### src/sv/isoepd_pkg.sv
package isoepd_pkg;

  // Depth of the queue between the character front end and the date back end.
  localparam int unsigned QDEPTH = 2;
  localparam int unsigned QAW    = (QDEPTH > 1) ? $clog2(QDEPTH) : 1;

  // Number of characters in a complete date string.
  localparam logic [3:0] DATE_LEN = 4'd10;

  // Character codes used by the parser.
  localparam logic [7:0] CHAR_HYPHEN = 8'h2D;
  localparam logic [7:0] CHAR_ZERO   = 8'h30;
  localparam logic [7:0] CHAR_NINE   = 8'h39;

  // Day number of 1970-01-01 in the March-based era count, plus one era,
  // because the back end carries the era count offset by one.
  localparam logic [23:0] EPOCH_BIAS = 24'd865565;
  localparam logic [21:0] ERA_DAYS   = 22'd146097;

  // Result status codes.
  typedef enum logic [2:0] {
    STS_OK        = 3'd0,
    STS_FORMAT    = 3'd1,
    STS_MONTH     = 3'd2,
    STS_DAY       = 3'd3,
    STS_DAY_MONTH = 3'd4
  } status_e;

  // One parsed date string as handed from the front end to the back end.
  typedef struct packed {
    logic        fmt_bad;
    logic [13:0] year;
    logic [6:0]  month;
    logic [6:0]  day;
  } rec_t;

  // Length of a month (1 to 12), with February stretched in leap years.
  function automatic logic [4:0] month_len(input logic [3:0] month, input logic leap);
    logic [4:0] len;
    len = 5'd31;
    unique case (month)
      4'd2:                      len = leap ? 5'd29 : 5'd28;
      4'd4, 4'd6, 4'd9, 4'd11:   len = 5'd30;
      default:                   len = 5'd31;
    endcase
    return len;
  endfunction

  // Days from March 1 to the first day of the month, in the March-based year.
  function automatic logic [8:0] month_offset(input logic [3:0] month);
    logic [8:0] offs;
    offs = 9'd0;
    unique case (month)
      4'd1:    offs = 9'd306;
      4'd2:    offs = 9'd337;
      4'd3:    offs = 9'd0;
      4'd4:    offs = 9'd31;
      4'd5:    offs = 9'd61;
      4'd6:    offs = 9'd92;
      4'd7:    offs = 9'd122;
      4'd8:    offs = 9'd153;
      4'd9:    offs = 9'd184;
      4'd10:   offs = 9'd214;
      4'd11:   offs = 9'd245;
      4'd12:   offs = 9'd275;
      default: offs = 9'd0;
    endcase
    return offs;
  endfunction

endpackage

### src/sv/isoepd_front.sv
module isoepd_front (
  input  logic               clk_i,
  input  logic               rst_ni,
  input  logic               accept_i,
  input  logic [7:0]         char_code_i,
  input  logic               last_char_i,
  output logic               rec_push_o,
  output isoepd_pkg::rec_t   rec_o
);

  logic [3:0]  pos_q,   pos_d;
  logic [13:0] year_q,  year_d;
  logic [6:0]  month_q, month_d;
  logic [6:0]  day_q,   day_d;
  logic        bad_q,   bad_d;

  logic        is_digit;
  logic [3:0]  digit;

  assign is_digit = (char_code_i >= isoepd_pkg::CHAR_ZERO) &&
                    (char_code_i <= isoepd_pkg::CHAR_NINE);
  assign digit    = 4'(char_code_i - isoepd_pkg::CHAR_ZERO);

  // Classify the character at the current position and fold digits in.
  always_comb begin
    pos_d   = pos_q;
    year_d  = year_q;
    month_d = month_q;
    day_d   = day_q;
    bad_d   = bad_q;
    if (pos_q < isoepd_pkg::DATE_LEN) begin
      if (pos_q == 4'd4 || pos_q == 4'd7) begin
        if (char_code_i != isoepd_pkg::CHAR_HYPHEN) begin
          bad_d = 1'b1;
        end
      end else if (!is_digit) begin
        bad_d = 1'b1;
      end else if (pos_q < 4'd4) begin
        year_d = 14'(year_q * 14'd10 + {10'd0, digit});
      end else if (pos_q < 4'd7) begin
        month_d = 7'(month_q * 7'd10 + {3'd0, digit});
      end else begin
        day_d = 7'(day_q * 7'd10 + {3'd0, digit});
      end
      pos_d = pos_q + 4'd1;
    end
  end

  // The final character closes the string and hands it to the queue.
  assign rec_push_o    = accept_i && last_char_i;
  assign rec_o.fmt_bad = bad_d || (pos_d < isoepd_pkg::DATE_LEN);
  assign rec_o.year    = year_d;
  assign rec_o.month   = month_d;
  assign rec_o.day     = day_d;

  // Parser state returns to its reset value after every string.
  always_ff @(posedge clk_i or negedge rst_ni) begin
    if (!rst_ni) begin
      pos_q   <= '0;
      year_q  <= '0;
      month_q <= '0;
      day_q   <= '0;
      bad_q   <= 1'b0;
    end else if (accept_i) begin
      if (last_char_i) begin
        pos_q   <= '0;
        year_q  <= '0;
        month_q <= '0;
        day_q   <= '0;
        bad_q   <= 1'b0;
      end else begin
        pos_q   <= pos_d;
        year_q  <= year_d;
        month_q <= month_d;
        day_q   <= day_d;
        bad_q   <= bad_d;
      end
    end
  end

endmodule

### src/sv/isoepd_fifo.sv
module isoepd_fifo (
  input  logic               clk_i,
  input  logic               rst_ni,
  input  logic               push_i,
  input  isoepd_pkg::rec_t   rec_i,
  output logic               full_o,
  input  logic               pop_i,
  output isoepd_pkg::rec_t   rec_o,
  output logic               empty_o
);

  localparam int unsigned CW = $clog2(isoepd_pkg::QDEPTH + 1);

  isoepd_pkg::rec_t         mem_q [isoepd_pkg::QDEPTH];
  logic [isoepd_pkg::QAW-1:0] wr_ptr_q, rd_ptr_q;
  logic [CW-1:0]            count_q;

  assign full_o  = (count_q == CW'(isoepd_pkg::QDEPTH));
  assign empty_o = (count_q == '0);
  assign rec_o   = mem_q[rd_ptr_q];

  // Storage words are written at the write pointer.
  always_ff @(posedge clk_i) begin
    if (push_i) begin
      mem_q[wr_ptr_q] <= rec_i;
    end
  end

  // Pointers wrap at the queue depth.
  always_ff @(posedge clk_i or negedge rst_ni) begin
    if (!rst_ni) begin
      wr_ptr_q <= '0;
      rd_ptr_q <= '0;
      count_q  <= '0;
    end else begin
      if (push_i) begin
        wr_ptr_q <= (wr_ptr_q == isoepd_pkg::QAW'(isoepd_pkg::QDEPTH - 1)) ?
                    '0 : wr_ptr_q + 1'b1;
      end
      if (pop_i) begin
        rd_ptr_q <= (rd_ptr_q == isoepd_pkg::QAW'(isoepd_pkg::QDEPTH - 1)) ?
                    '0 : rd_ptr_q + 1'b1;
      end
      if (push_i && !pop_i) begin
        count_q <= count_q + 1'b1;
      end else if (pop_i && !push_i) begin
        count_q <= count_q - 1'b1;
      end
    end
  end

endmodule

### src/sv/isoepd_back.sv
module isoepd_back (
  input  logic                clk_i,
  input  logic                rst_ni,
  input  isoepd_pkg::rec_t    rec_i,
  input  logic                rec_empty_i,
  output logic                rec_pop_o,
  output logic signed [22:0]  epoch_days_o,
  output logic [2:0]          status_o,
  output logic                empty_o,
  input  logic                pop_i
);

  typedef enum logic [4:0] {
    S_IDLE = 5'b00001,
    S_DIV  = 5'b00010,
    S_REM  = 5'b00100,
    S_DOE  = 5'b01000,
    S_FIN  = 5'b10000
  } state_e;

  state_e                state_q, state_d;
  isoepd_pkg::rec_t      rec_q;
  logic [13:0]           t_q;
  logic [4:0]            era1_q;
  logic [6:0]            q100_q;
  logic [8:0]            yoe_q;
  logic                  leap_q;
  isoepd_pkg::status_e   sts_q, sts_d;
  logic [17:0]           doe_q, doe_d;
  logic signed [22:0]    out_days_q;
  isoepd_pkg::status_e   out_sts_q;
  logic                  out_valid_q;

  logic                  out_free;
  logic                  load_out;
  logic                  month_le2;
  logic [13:0]           t_d;
  logic [15:0]           era_prod;
  logic [23:0]           q100_prod;
  logic [13:0]           rem100_full;
  logic [6:0]            rem100;
  logic                  leap_d;
  logic [13:0]           yoe_full;
  logic [12:0]           yoe100_prod;
  logic [4:0]            max_day;
  logic [21:0]           era_days;
  logic [23:0]           days_sum;

  assign out_free  = !out_valid_q || pop_i;
  assign load_out  = (state_q == S_FIN) && out_free;
  assign rec_pop_o = (state_q == S_IDLE) && !rec_empty_i;

  // Sequencer: take a record, divide, take remainders, day of era, final sum.
  always_comb begin
    state_d = state_q;
    unique case (state_q)
      S_IDLE:  if (!rec_empty_i) state_d = S_DIV;
      S_DIV:   state_d = S_REM;
      S_REM:   state_d = S_DOE;
      S_DOE:   state_d = S_FIN;
      S_FIN:   if (out_free) state_d = S_IDLE;
      default: state_d = S_IDLE;
    endcase
  end

  // Quotients by 400 and by 100 come from reciprocal multiplies.
  assign month_le2 = (rec_q.month <= 7'd2);
  assign t_d       = rec_q.year + 14'd400 - {13'd0, month_le2};
  assign era_prod  = {6'd0, t_d[13:4]} * 16'd41;
  assign q100_prod = {12'd0, rec_q.year[13:2]} * 24'd2622;

  // Remainders give the year of era and the leap year flag.
  assign rem100_full = rec_q.year - {7'd0, q100_q} * 14'd100;
  assign rem100      = rem100_full[6:0];
  assign leap_d      = (rec_q.year[1:0] == 2'd0) &&
                       ((rem100 != 7'd0) || (q100_q[1:0] == 2'd0));
  assign yoe_full    = t_q - {9'd0, era1_q} * 14'd400;

  // Range checks in priority order, and the day of the era.
  assign max_day     = isoepd_pkg::month_len(rec_q.month[3:0], leap_q);
  assign yoe100_prod = {6'd0, yoe_q[8:2]} * 13'd41;

  always_comb begin
    if (rec_q.fmt_bad) begin
      sts_d = isoepd_pkg::STS_FORMAT;
    end else if (rec_q.month < 7'd1 || rec_q.month > 7'd12) begin
      sts_d = isoepd_pkg::STS_MONTH;
    end else if (rec_q.day < 7'd1 || rec_q.day > 7'd31) begin
      sts_d = isoepd_pkg::STS_DAY;
    end else if (rec_q.day > {2'd0, max_day}) begin
      sts_d = isoepd_pkg::STS_DAY_MONTH;
    end else begin
      sts_d = isoepd_pkg::STS_OK;
    end
    doe_d = {9'd0, yoe_q} * 18'd365 + {11'd0, yoe_q[8:2]} - {15'd0, yoe100_prod[12:10]}
            + {9'd0, isoepd_pkg::month_offset(rec_q.month[3:0])}
            + {11'd0, rec_q.day} - 18'd1;
  end

  // Era count is carried plus one; the bias takes that era back out.
  assign era_days = {17'd0, era1_q} * isoepd_pkg::ERA_DAYS;
  assign days_sum = {2'd0, era_days} + {6'd0, doe_q} - isoepd_pkg::EPOCH_BIAS;

  // Working registers of the sequencer.
  always_ff @(posedge clk_i) begin
    if (rec_pop_o) begin
      rec_q <= rec_i;
    end
    if (state_q == S_DIV) begin
      t_q    <= t_d;
      era1_q <= era_prod[14:10];
      q100_q <= q100_prod[22:16];
    end
    if (state_q == S_REM) begin
      yoe_q  <= yoe_full[8:0];
      leap_q <= leap_d;
    end
    if (state_q == S_DOE) begin
      sts_q <= sts_d;
      doe_q <= doe_d;
    end
    if (load_out) begin
      out_sts_q  <= sts_q;
      out_days_q <= (sts_q == isoepd_pkg::STS_OK) ? signed'(days_sum[22:0]) : '0;
    end
  end

  // Sequencer state and the result word's valid flag.
  always_ff @(posedge clk_i or negedge rst_ni) begin
    if (!rst_ni) begin
      state_q     <= S_IDLE;
      out_valid_q <= 1'b0;
    end else begin
      state_q <= state_d;
      if (load_out) begin
        out_valid_q <= 1'b1;
      end else if (pop_i) begin
        out_valid_q <= 1'b0;
      end
    end
  end

  assign empty_o      = !out_valid_q;
  assign epoch_days_o = out_days_q;
  assign status_o     = out_sts_q;

  // A failed check always reports zero days.
  a_err_zero_days: assert property (@(posedge clk_i) disable iff (!rst_ni)
    (out_valid_q && out_sts_q != isoepd_pkg::STS_OK) |-> (out_days_q == '0))
    else $error("nonzero day count with an error status");

  // Status codes stay within the defined set.
  a_status_range: assert property (@(posedge clk_i) disable iff (!rst_ni)
    out_valid_q |-> (out_sts_q <= isoepd_pkg::STS_DAY_MONTH))
    else $error("undefined status code in the result word");

  // Taking a record from the queue always starts the division step.
  a_pop_starts: assert property (@(posedge clk_i) disable iff (!rst_ni)
    rec_pop_o |=> (state_q == S_DIV))
    else $error("record taken without starting the sequence");

  // A finished date always lands in the result register.
  a_fin_loads: assert property (@(posedge clk_i) disable iff (!rst_ni)
    load_out |=> (out_valid_q && state_q == S_IDLE))
    else $error("result word lost on completion");

endmodule

### src/sv/iso_date_to_epoch_days_core.sv
// ISO date text to epoch day converter.
// Input channel: one ASCII character a word on char_code_i, with last_char_i
// high on the final character of a string. A word is taken at a clock edge
// with push high and full low. Characters at positions 4 and 7 must be
// hyphens, the others digits; characters past position 9 are ignored.
// Result channel: one word per string, epoch_days_o (signed days since
// 1970-01-01, zero on error) and status_o (0 ok, 1 format, 2 month,
// 3 day outside 1-31, 4 day beyond the month). It is valid while empty is
// low and is taken at a clock edge with pop high.
// Throughput: one character a cycle while full is low. The date arithmetic
// runs per string in a sequencer (take, divide, remainders, day of era,
// final sum) behind a two-word queue, so strings of five or more characters
// stream without stalls; shorter strings are limited by that sequencer.
// The sequencer takes a new string only after loading the last one's result.
// Reset clears the parser, the queue and the result word; no result waits.
// When the receiver stalls, the result word holds, the sequencer waits on its
// last step, the queue fills and full then stops the character stream.
module iso_date_to_epoch_days_core (
  input  logic               clk_i,
  input  logic               rst_ni,
  input  logic               push,
  output logic               full,
  input  logic [7:0]         char_code_i,
  input  logic               last_char_i,
  output logic               empty,
  input  logic               pop,
  output logic signed [22:0] epoch_days_o,
  output logic [2:0]         status_o
);

  logic                rec_push;
  logic                rec_pop;
  logic                rec_full;
  logic                rec_empty;
  logic                accept;
  isoepd_pkg::rec_t    rec_in;
  isoepd_pkg::rec_t    rec_out;

  assign full   = rec_full;
  assign accept = push && !rec_full;

  // Character parser.
  isoepd_front u_front (
    .clk_i       (clk_i),
    .rst_ni      (rst_ni),
    .accept_i    (accept),
    .char_code_i (char_code_i),
    .last_char_i (last_char_i),
    .rec_push_o  (rec_push),
    .rec_o       (rec_in)
  );

  // Queue of parsed strings.
  isoepd_fifo u_fifo (
    .clk_i   (clk_i),
    .rst_ni  (rst_ni),
    .push_i  (rec_push),
    .rec_i   (rec_in),
    .full_o  (rec_full),
    .pop_i   (rec_pop),
    .rec_o   (rec_out),
    .empty_o (rec_empty)
  );

  // Date checks and day count.
  isoepd_back u_back (
    .clk_i        (clk_i),
    .rst_ni       (rst_ni),
    .rec_i        (rec_out),
    .rec_empty_i  (rec_empty),
    .rec_pop_o    (rec_pop),
    .epoch_days_o (epoch_days_o),
    .status_o     (status_o),
    .empty_o      (empty),
    .pop_i        (pop)
  );

endmodule
### config.mk
export PLATFORM = sky130hd
export DESIGN_NAME = iso_date_to_epoch_days_core
export DESIGN_NICKNAME = d
export VERILOG_FILES = /design/src/sv/isoepd_pkg.sv /design/src/sv/isoepd_front.sv /design/src/sv/isoepd_fifo.sv /design/src/sv/isoepd_back.sv /design/src/sv/iso_date_to_epoch_days_core.sv
export SDC_FILE = /design/constraint.sdc
export NUM_CORES = 1
export LEC_CHECK = 0
export BUFFER_PORTS_ARGS = -buffer_cell sky130_fd_sc_hd__buf_4
export CAP_MARGIN = 20
export CORE_UTILIZATION = 70
export DETAILED_ROUTE_END_ITERATION = 10
export PLACE_DENSITY = 0.88
export SLEW_MARGIN = 20
export SYNTH_ARGS = -nofsm -noshare
export SYNTH_HDL_FRONTEND = slang
export SYNTH_SLANG_ARGS = --single-unit
### constraint.sdc
create_clock -name clk_i -period 13.2 [get_ports clk_i]
set_input_delay 1.32 -clock clk_i [delete_from_list [all_inputs] [get_ports clk_i]]
set_output_delay 1.32 -clock clk_i [all_outputs]
set_load 0.01 [all_outputs]
==> summary.md <==
| Metric | Value |
|---|---|
| Final worst-path cycle share | 0.536 |
| Resize count post-CTS | 0 |
| Area Overhead vs Synth | 8.63% |
| Gr usage total | 0.291 |
| Critical Path RT | between 10 and 15 ns |
| GR peak layer | met2 |
| CP Data Arrival Time | between 7 and 8 ns |
| Port bufs | 40 |
| Post-synth ARST share | 0.209 |
| Synth cell count leaders | ha_1 (330), inv_1 (295), edfxtp_1 (163) |
| Hold Startpoint | u_back.t_q[1] |
| Die Span Y | approximately 160 um |
| Slowest Stage Delay on Critical Path | between 0.5 and 0.6 ns |
| Syn Area/Cell | between 10 and 15 sq um |
| Clock Pin Slew Worst Setup and Hold Paths | about 0.06 ns |
| Status | finished clean |
| Post-synthesis cell type count | 68 |
| Hpwl dp | approximately 28000 um |
| Clk_skew | between 0.02 and 0.025 ns |
| Count leader, synth | ha_1 |
| Post-synth top area share | 0.267 |
| Starting Density | 0.721 |
| Fillers | between 1000 and 1500 |
| Max clock buf depth | 3 |
| Area leader, netlist | edfxtp_1 |
| Row count | 58 |
| Register area share after synthesis | 0.326 |
| Critical Path Sink Type | register |
| Core area | 25400 sq um |
| CTS H-tree lvls | 1 |
| Share of layout cells above drive strength 1 | 0.0886 |
| Ranking of synthesized cells by area | edfxtp_1 (27%), ha_1 (23%), fa_1 (13%) |
| Total clock buffers created by CTS | 24 |
| Register-to-register setup slack | ~6.1 ns |
| DIE AREA | approximately 27000 sq um |
| Detailed-route via count | between 10000 and 15000 |
| Die width | between 150 and 200 um |
| Worst Setup Start Kind | register |
| Yosys warnings | 0 |
| Vias/cell | ~6 |
| Worst-Margin Slew | just over 1 ns |
| Layout Nets | approximately 2200 |
| Antenna violations before repair | 0 |
| Reg-to-Reg End | u_back.doe_q[16] |
| Root Buffer | clkbuf_16 |
| Final setup viols | 0 |
| Final Hold Vio Count | 0 |
| Hold Path End | u_back.yoe_q[1] |
| Worst Hold Class | register to register |
| CP max FO | 7 |
| Max-cap violations | 0 |
| Largest net degree at the start of global routing | 44 |
| Ant diodes | 0 |
| Crit Path Class | register to register |
| Fmax | 141 MHz |
| Post-synth top flop | edfxtp_1 |
| Met2 Use GR | 0.557 |
| Max Slew Vio Count | 0 |
| GPL Wtd Cong | 0.889 |
| Initial DRC Count | 616 |
| Syn nets | about 2100 |
| Vias in the first global route | 12900 |
| RR Startpoint | u_back.yoe_q[5] |
| WL per Instance | ~18 um |
| Rel. slew slack | 0.301 |
| Cell Area, Synth | 18300 sq um |
| CTS tree | built |
| Number of synthesized flops with an enable pin | between 150 and 200 |
| # DRC | 0 |
| RSZ-0062 raised after global routing | false |
| Synth Instances | 1643 |
| Post-CTS Setup Repair Bufs | 0 |
| WHS Path Cells | 0 |
| Layout Utilization | 0.784 |
| Worst-case reg-to-reg path depth | 31 |
| Gr ovfl total | 0 |
| Synthesis-stage register bit count | approximately 210 |
| Final min period | ~7.1 ns |
| Met3 Track Usage GR | 0.0275 |
| Setup TNS | 0 ns |
| Worst skew pair latency | 0.54 ns |
| Sinks on Clock Net | 206 |
| Detailed Routing Iterations Pass 1 | 5 |
| # hold bufs at CTS | 0 |
| First-pass GRT wire length | slightly above 60000 um |
| Cell mode on critical path | ha_1 |
| Slowest cell on crit path | fa_1 |
| Antenna viol nets, final | 0 |
| Grt met1 use | 0.333 |
| I/O pin count | 41 |
| WL final | around 37000 um |
-- logic make-up (layout without fill, tap and decap cells) --
group,after synthesis,after routing,share of synthesized area
adders and majority gates,453,453,0.360
AOI/OAI and AO/OA,252,252,0.0939
DFF,206,206,0.326
and+or+nand+nor,245,245,0.0665
buffers and inverters,316,388,0.0650
xor gates and xnor gates,124,124,0.0603
muxes,47,47,0.0287
-- per-stage QoR --
stage	cells	area, sq um	setup WS, ns	hold WS (ns)
after global placement	2001	19000	6.35	0.402
after global routing	2045	19900	5.73	0.431
after floorplan	1643	18300	6.72	0.400
after CTS	2045	19900	6.15	0.426
final	2045	19900	6.12	0.424
after detailed placement	2001	19100	6.17	0.408
-- placed cells by master (no fill, tap or decap), types with 4 or more instances in the layout --
| cell | instances |
|---|---|
| a211o_1 | 5 |
| a211oi_1 | 10 |
| a21o_1 | 27 |
| a21oi_1 | 68 |
| a22o_1 | 29 |
| a31oi_1 | 6 |
| a41oi_1 | 7 |
| and2_1 | 4 |
| and3_1 | 5 |
| buf_4 | 49 |
| bufinv_16 | 4 |
| clkbuf_16 | 24 |
| dfrtp_1 | 41 |
| edfxtp_1 | 163 |
| fa_1 | 123 |
| ha_1 | 330 |
| inv_1 | 295 |
| mux2_2 | 45 |
| nand2_1 | 54 |
| nand2b_1 | 12 |
| nand3_1 | 10 |
| nor2_1 | 74 |
| nor2b_1 | 20 |
| nor3_1 | 26 |
| nor3b_1 | 10 |
| o21a_1 | 14 |
| o21ai_0 | 42 |
| o21bai_1 | 7 |
| o31a_1 | 4 |
| o31ai_1 | 6 |
| or3_1 | 5 |
| xnor2_1 | 82 |
| xor2_1 | 41 |
-- layer usage --
layer / up-vias / part of all wire / wire [um]
met5: - / 0 / 0
met3: 101 / 0.033 / 1190
met4: 0 / 0.036 / 1330
met2: 282 / 0.54 / 19700
li1: 5767 / - / -
met1: 5890 / 0.40 / 14500
-- flip-flops by register name (all words and copies together), names as in the netlist, 7 cells and up --
name                 flops
u_back.doe_q            18
u_back.epoch_days_o     23
u_back.rec_q            29
u_back.t_q               9
u_back.yoe_q             9
u_fifo.mem_q            58
u_front.day_q            7
u_front.month_q          7
u_front.year_q          14
-- critical path: cells and delay by family (launching register included) --
kind                     cells  cell delay [ns]
AND/OR/NAND/NOR              2             0.21
adder cells (fa/ha/maj)      9             3.12
buffers and inverters        5             0.25
flip-flops                   1             0.51
XOR/XNOR                     2             0.26
AO/OA/AOI/OAI               13             2.49
-- area by class of cell --
class / instances / area (sq um) / area share
well taps: 330 / 413 / 0.0207
flip-flops and latches: 206 / 5970 / 0.300
multi-input cells: 1121 / 11200 / 0.562
repair buffers: 49 / 368 / 0.0185
clock buffers: 29 / 639 / 0.0321
inverters: 295 / 1110 / 0.0556
clock inverters: 15 / 216 / 0.0109
-- how the worst max path moves through the flow --
stage / to / from
3_5_place_dp: u_back.doe_q[16] / u_back.yoe_q[3]
6_report: u_back.doe_q[16] / u_back.yoe_q[5]
5_1_grt: u_back.doe_q[16] / u_back.yoe_q[3]
3_3_place_gp: u_back.doe_q[16] / u_back.yoe_q[3]
4_1_cts: u_back.doe_q[16] / u_back.yoe_q[3]
2_1_floorplan: u_back.doe_q[16] / u_back.yoe_q[3]
Power is left out: the tool's default activity adds up to more than one toggle a clock period on the data nets, which glitch-free logic cannot reach.
